<file path="config.mk">
export PLATFORM = sky130hd
export DESIGN_NAME = ctp_div
export DESIGN_NICKNAME = d
export VERILOG_FILES = /design/src/hw/rtl/camera_triangle_project_assert.svh /design/src/hw/rtl/ctp_pkg.sv /design/src/hw/rtl/ctp_div.sv
export SDC_FILE = /design/constraint.sdc
export NUM_CORES = 2
export LEC_CHECK = 0
export BUFFER_PORTS_ARGS = -buffer_cell sky130_fd_sc_hd__buf_2
export CORE_MARGIN = 10
export CORE_UTILIZATION = 35
export CTS_BUF_LIST = sky130_fd_sc_hd__clkbuf_16
export CTS_CLUSTER_SIZE = 25
export DETAILED_ROUTE_END_ITERATION = 12
export PLACE_DENSITY_LB_ADDON = 0.05
export SETUP_SLACK_MARGIN = 0.4
export SLEW_MARGIN = 10
export SYNTH_ARGS = -nofsm -noshare
export SYNTH_HDL_FRONTEND = slang
export SYNTH_SLANG_ARGS = --single-unit
</file>
<file path="constraint.sdc">
create_clock -name clk -period 3.8 [get_ports clk]
set_clock_uncertainty 0.15 [all_clocks]
set_input_delay 0.76 -clock clk [delete_from_list [all_inputs] [get_ports clk]]
set_output_delay 0.76 -clock clk [all_outputs]
set_load 0.1 [all_outputs]
</file>
<file path="src/hw/rtl/camera_triangle_project_assert.svh">
// Assertion helpers shared by the RTL; expect clk and arst_n in scope.
`ifndef CAMERA_TRIANGLE_PROJECT_ASSERT_SVH
`define CAMERA_TRIANGLE_PROJECT_ASSERT_SVH

// Same-cycle implication.
`define CTP_ASSERT_SAME(lbl, ante, cons) \
	lbl: assert property (@(posedge clk) disable iff (!arst_n) (ante) |-> (cons)) \
		else $error("assertion failed");

// Next-cycle implication.
`define CTP_ASSERT_NEXT(lbl, ante, cons) \
	lbl: assert property (@(posedge clk) disable iff (!arst_n) (ante) |=> (cons)) \
		else $error("assertion failed");

`endif

</file>
<file path="src/hw/rtl/ctp_pkg.sv">
package ctp_pkg;

	localparam int CRD_W   = 24;
	localparam int TRIG_W  = 16;
	localparam int FOC_W   = 24;
	localparam int CFG_W   = 24;
	localparam int OUT_W   = 27;
	localparam int DIF_W   = CRD_W + 1;
	localparam int R1_W    = 28;
	localparam int R2_W    = 30;
	localparam int MAG_W   = 28;
	localparam int PROD_W  = 45;
	localparam int P1_W    = DIF_W + TRIG_W;
	localparam int P2_W    = R1_W + TRIG_W;
	localparam int FRAC_B  = 14;
	localparam int FRAC_M  = (1 << FRAC_B) - 1;
	localparam int QUO_W   = 28;
	localparam int NUM_W   = MAG_W + FOC_W;
	localparam int DEN_W   = 37;
	localparam int SUM_W   = 31;
	localparam int OUT_MAX = (1 << (OUT_W - 1)) - 1;
	localparam int OUT_MIN = -(1 << (OUT_W - 1));
	localparam int REG_IDX_W = 3;

	localparam int NEAR_DEPTH_DEF = 2;
	localparam int FAR_DEPTH_DEF  = 3200;
	localparam int SCREEN_W_DEF   = 800;
	localparam int SCREEN_H_DEF   = 600;

	localparam int TRIG_ONE  = 16384;
	localparam int FOCAL_RST = 72425;

	typedef enum logic [REG_IDX_W-1:0] {
		REG_CAM_X,
		REG_CAM_Y,
		REG_CAM_Z,
		REG_COS_YAW,
		REG_SIN_YAW,
		REG_COS_PITCH,
		REG_SIN_PITCH,
		REG_FOCAL
	} reg_idx_t;

	typedef struct packed {
		logic       vis;
		logic [2:0] neg_x;
		logic [2:0] neg_y;
	} side_t;

	// Signed divide by 2^14, truncating toward zero.
	function automatic logic signed [PROD_W-1:0] trunc_q14(input logic signed [PROD_W-1:0] v);
		logic signed [PROD_W-1:0] bias;
		bias = v[PROD_W-1] ? PROD_W'(FRAC_M) : PROD_W'(0);
		return (v + bias) >>> FRAC_B;
	endfunction

	function automatic logic signed [OUT_W-1:0] sat_out(input logic signed [SUM_W-1:0] v);
		logic signed [OUT_W-1:0] r;
		if (v > SUM_W'(OUT_MAX))
			r = OUT_W'(OUT_MAX);
		else if (v < SUM_W'(OUT_MIN))
			r = OUT_W'(OUT_MIN);
		else
			r = v[OUT_W-1:0];
		return r;
	endfunction

endpackage

</file>
<file path="src/hw/rtl/ctp_div.sv">
// Pipelined restoring divider, one quotient bit per stage.
module ctp_div import ctp_pkg::*; #(
	parameter int NW = NUM_W,
	parameter int DW = DEN_W,
	parameter int QW = QUO_W
) (
	input  logic          clk,
	input  logic          en,
	input  logic [NW-1:0] num,
	input  logic [DW-1:0] den,
	output logic [QW-1:0] quo
);

	logic [DW-1:0] rem_s [QW];
	logic [QW-1:0] low_s [QW];
	logic [QW-1:0] q_s   [QW];
	logic [DW-1:0] den_s [QW];

	for (genvar g = 0; g < QW; g++) begin : g_step
		logic [DW-1:0] rem_in;
		logic [QW-1:0] low_in;
		logic [QW-1:0] q_in;
		logic [DW-1:0] den_in;
		logic [DW:0]   trial;
		logic [DW:0]   diff;

		if (g == 0) begin : g_first
			// upper dividend bits are below the divisor since the quotient fits QW bits
			assign rem_in = DW'(num[NW-1:QW]);
			assign low_in = num[QW-1:0];
			assign q_in   = '0;
			assign den_in = den;
		end else begin : g_next
			assign rem_in = rem_s[g-1];
			assign low_in = low_s[g-1];
			assign q_in   = q_s[g-1];
			assign den_in = den_s[g-1];
		end

		assign trial = {rem_in, low_in[QW-1]};
		assign diff  = trial - {1'b0, den_in};

		always_ff @(posedge clk) begin
			if (en) begin
				rem_s[g] <= diff[DW] ? trial[DW-1:0] : diff[DW-1:0];
				low_s[g] <= {low_in[QW-2:0], 1'b0};
				q_s[g]   <= {q_in[QW-2:0], ~diff[DW]};
				den_s[g] <= den_in;
			end
		end
	end

	assign quo = q_s[QW-1];

endmodule

</file>
==> run_results.csv <==
group,metric,value,unit
detailed_routing,top_layer_used,"met4",
critical_path,path_max_fanout,4,
yosys,synth-edff-count,2782,
cts,cts_tree,"yes",
critical_path,arrival,4750,ps
detailed_routing,dr_wl_met3,12200,microns
yosys,synthesis.area,148000,sq um
die,rows,239,
critical_path,crit_buf_inv,6,
critical_path,cp_slowest_stage_delay,440,ps
cts,clk_latency,960,ps
die,die_w,671,microns
power,peakVddDrop,0.518,mV
outcome,status,"finished, violations left",
cts,root_buffer,"clkbuf_16",
die,fp.coreArea,423000,sq um
critical_path,cp_top_family,"compound AO/OA/AOI/OAI gates",
power,power.density,1000,nW/um^2
yosys,ys_seq_elements,2782,
critical_path,r2r_end,"rem_s[1][28]$_DFFE_PP_",
sta,grt_setup_unrepaired,"true",
yosys,synth-main-ff-cell,"edfxtp_1",
sta,slew_violations,0,
yosys,ys_warn_count,0,
detailed_routing,route.met2.wl,244000,microns
cts,htreeDepth,5,
cts,clk_pin_slew,60,ps
layout,area_growth,31.9,%
sta,finalSetupViolations,572,
placed_design,dp.cells,19400,
min_path,hp-start,"num[28]",
min_path,min_path_type,"input port to register",
critical_path,reg2regPathDepth,18,
run,drv_cap,0,
layout,layout.cells.non_filler,20600,
sta,fin_ws,-417,ps
cts,cts_sinks,2782,
layout,layout.nets,15800,
power,p_leak,83.4,nW
detailed_routing,drcViolationCount,0,
sta,hold_ws,232,ps
critical_path,rr_startpoint,"rem_s[0][4]$_DFFE_PP_",
layout,drive_above_1_share,29.2,%
sta,worst_pin_slew,942,ps
detailed_routing,routed-via-count,102000,
detailed_routing,vias_per_cell,4.96,
critical_path,required,4330,ps
min_path,min_path_cells,4,
critical_path,reg2reg_slack,-420,ps
layout,fin_area,196000,sq um
placed_design,dpl.hpwl,301000,microns
sta,fmax,237,MHz
cts,cts_buffers,336,
critical_path,worst_setup_path_start_kind,"register",
min_path,worst_hold_path.endpoint,"rem_s[0][1]$_DFFE_PP_",
cts,clockBufferDepth,4,
placed_design,place_area,171000,sq um
global_routing,grt_pass1_wl,624000,microns
global_routing,overflow,0,
die,initial_utilization,35.1,%
detailed_routing,drtIter0Drc,4626,
die,ios,119,
outcome,violations,"setup timing",
yosys,avgSynthCellArea,12.4,sq um
sta,finalHoldViolCount,0,
yosys,ys_async_sr_fraction,0,%
placed_design,gp_congestion,0.929,
critical_path,crit_chain,"ha_4 > and4_4 > nor2b_4 > o21ai_2 > buf_6 > a21boi_4 > buf_6 > o211ai_1 > buf_4 > a211oi_2 > buf_4 > o311ai_4 > a21oi_4 > mux2i_4 > o2111ai_4 > buf_12 > clkbuf_16 > mux2_2",
detailed_routing,drt-pass1-iter-count,5,
yosys,synth_cells,12000,
critical_path,crit_type,"register to register",
sta,max-slew-margin-rel,37.2,%
power,power,0.196,W
global_routing,grt_max_degree,128,
die,die-height,671,microns
global_routing,antenna_found_initial,9,
global_routing,grt_pass1_vias,108000,
detailed_routing,drtAntennaViolNets,0,
die,die-area,450000,sq um
detailed_routing,avgRoutedWirePerCell,20.8,microns
yosys,synth.distinct_cells,103,
critical_path,end_kind,"register",
sta,fin_crit,4220,ps
global_routing,grt.total_usage,17.6,%
placed_design,pre_cts_ws,-830,ps
sta,post-route-period-util,111,%
yosys,seq_area_frac_synth,56.3,%
placed_design,io_buffers,118,
critical_path,cp_slowest_cell,"edfxtp_1",
detailed_routing,routed_wirelength,428000,microns
detailed_routing,drt-met1-wl,142000,microns
registers in the layout, summed over array words and instances, names as in the netlist:
register  cells
den_s       999
low_s       378
q_s         406
rem_s       999
per-stage QoR:
stage	utilization [%]	setup TNS (ps)
after floorplan	-	0
after global placement	40.5	-311120
after detailed placement	40.5	-322620
after CTS	44.7	-142880
after global routing	46.3	-170590
final	46.3	-77340
area by class of cell:
class / count / area, sq um
sequential: 2782 / 83500
fill: 37700 / 227000
clock buffer: 339 / 8480
timing repair buffer: 2531 / 23500
clock inverter: 242 / 2220
antenna: 7 / 17.5
inverter: 1252 / 4750
tap: 5663 / 7090
multi-input combinational: 7743 / 66100
metal layers:
layer / track usage [%] / vias to the layer above
met5: 0 / -
met4: 9.40 / 0
met3: 2.25 / 983
met2: 36.0 / 1703
met1: 16.7 / 49700
li1: - / 49700
what timing repair did:
| action | in CTS | in global routing |
|---|---|---|
| pin swaps | 218 | 285 |
| endpoints found under the hold margin | 103 | 0 |
| buffers inserted | 187 | 188 |
| gates resized for setup | 674 | 897 |
| cloned | 52 | 56 |
| endpoints found under the setup margin | 989 | 998 |
| hold buffers | 91 | 0 |
layout by cell type, fill, tap and decap left out, types with 57 or more instances in the layout:
cell,count
a21oi_2,78
nand2b_1,145
edfxtp_1,2782
xnor2_1,536
a21oi_1,812
inv_1,1286
nand2_1,580
dlygate4sd3_1,91
o21a_1,150
nor2b_1,119
clkinv_1,76
buf_12,162
a31oi_1,77
ha_4,90
nand3_1,153
ha_1,922
buf_16,57
buf_4,1903
clkbuf_16,381
mux2_2,221
nand4_1,84
o21bai_1,112
xor2_1,295
and3_1,98
a21o_1,566
mux2_4,543
buf_2,117
nor3_1,102
o21ai_0,454
buf_6,139
nor2_1,488
kinds of logic after synthesis:
group | synth area share, %
compound gates | 12.9
xor+xnor | 5.07
fa+ha+maj | 8.99
buf+inv | 3.84
flops | 56.3
mux | 6.27
other cells | 0.00253
simple gates | 6.64
how the worst max path moves through the flow:
stage	cells past startpoint	to	from	slack, ps
after detailed placement	15	rem_s[21][36]$_DFFE_PP_	low_s[20][26]$_DFFE_PP_	-830
after global placement	15	rem_s[21][36]$_DFFE_PP_	low_s[20][26]$_DFFE_PP_	-860
after global routing	18	rem_s[1][30]$_DFFE_PP_	rem_s[0][4]$_DFFE_PP_	-550
after floorplan	15	rem_s[14][19]$_DFFE_PP_	den_s[13][1]$_DFFE_PP_	220
final	18	rem_s[1][28]$_DFFE_PP_	rem_s[0][4]$_DFFE_PP_	-420
after CTS	18	rem_s[1][35]$_DFFE_PP_	rem_s[0][6]$_DFFE_PP_	-420
synth_stat cells, types with 59 or more instances:
| library cell | instances | share of area (%) |
|---|---|---|
| edfxtp_1 | 2782 | 56 |
| inv_1 | 1251 | 3.2 |
| ha_1 | 1023 | 8.6 |
| a21oi_1 | 910 | 3.1 |
| mux2_2 | 690 | 5.2 |
| nand2_1 | 591 | 1.5 |
| a21o_1 | 569 | 2.9 |
| xnor2_1 | 549 | 3.2 |
| o21ai_0 | 531 | 1.8 |
| nor2_1 | 502 | 1.3 |
| xor2_1 | 302 | 1.8 |
| nand3_1 | 163 | 0.55 |
| nor2b_1 | 157 | 0.66 |
| o21a_1 | 156 | 0.79 |
| nand2b_1 | 149 | 0.63 |
| o21bai_1 | 115 | 0.58 |
| nor3_1 | 111 | 0.37 |
| and3_1 | 107 | 0.45 |
| clkbuf_1 | 105 | 0.27 |
| a31oi_1 | 96 | 0.40 |
| nand4_1 | 84 | 0.35 |
| a211oi_1 | 64 | 0.32 |
| mux2i_1 | 63 | 0.43 |
| buf_2 | 61 | 0.21 |
| mux2_1 | 59 | 0.45 |
power by group:
group	internal, W	total (W)	switching [W]	leakage [nW]
combinational	0.0607	0.114	0.0530	50.7
sequential	0.0455	0.0503	0.00473	27.2
clock	0.0184	0.0316	0.0133	5.46
total	0.125	0.196	0.0710	83.4
worst register-to-register path: stages, from the launching register on:
cell and delay (ps):
edfxtp_1 440, ha_4 300, and4_4 240, nor2b_4 140, o21ai_2 60, buf_6 140
a21boi_4 170, buf_6 130, o211ai_1 100, buf_4 170, a211oi_2 200, buf_4 180
o311ai_4 150, a21oi_4 250, mux2i_4 280, o2111ai_4 160, buf_12 200, clkbuf_16 200
mux2_2 290
No activity file was read; power rests on OpenSTA's default activity.
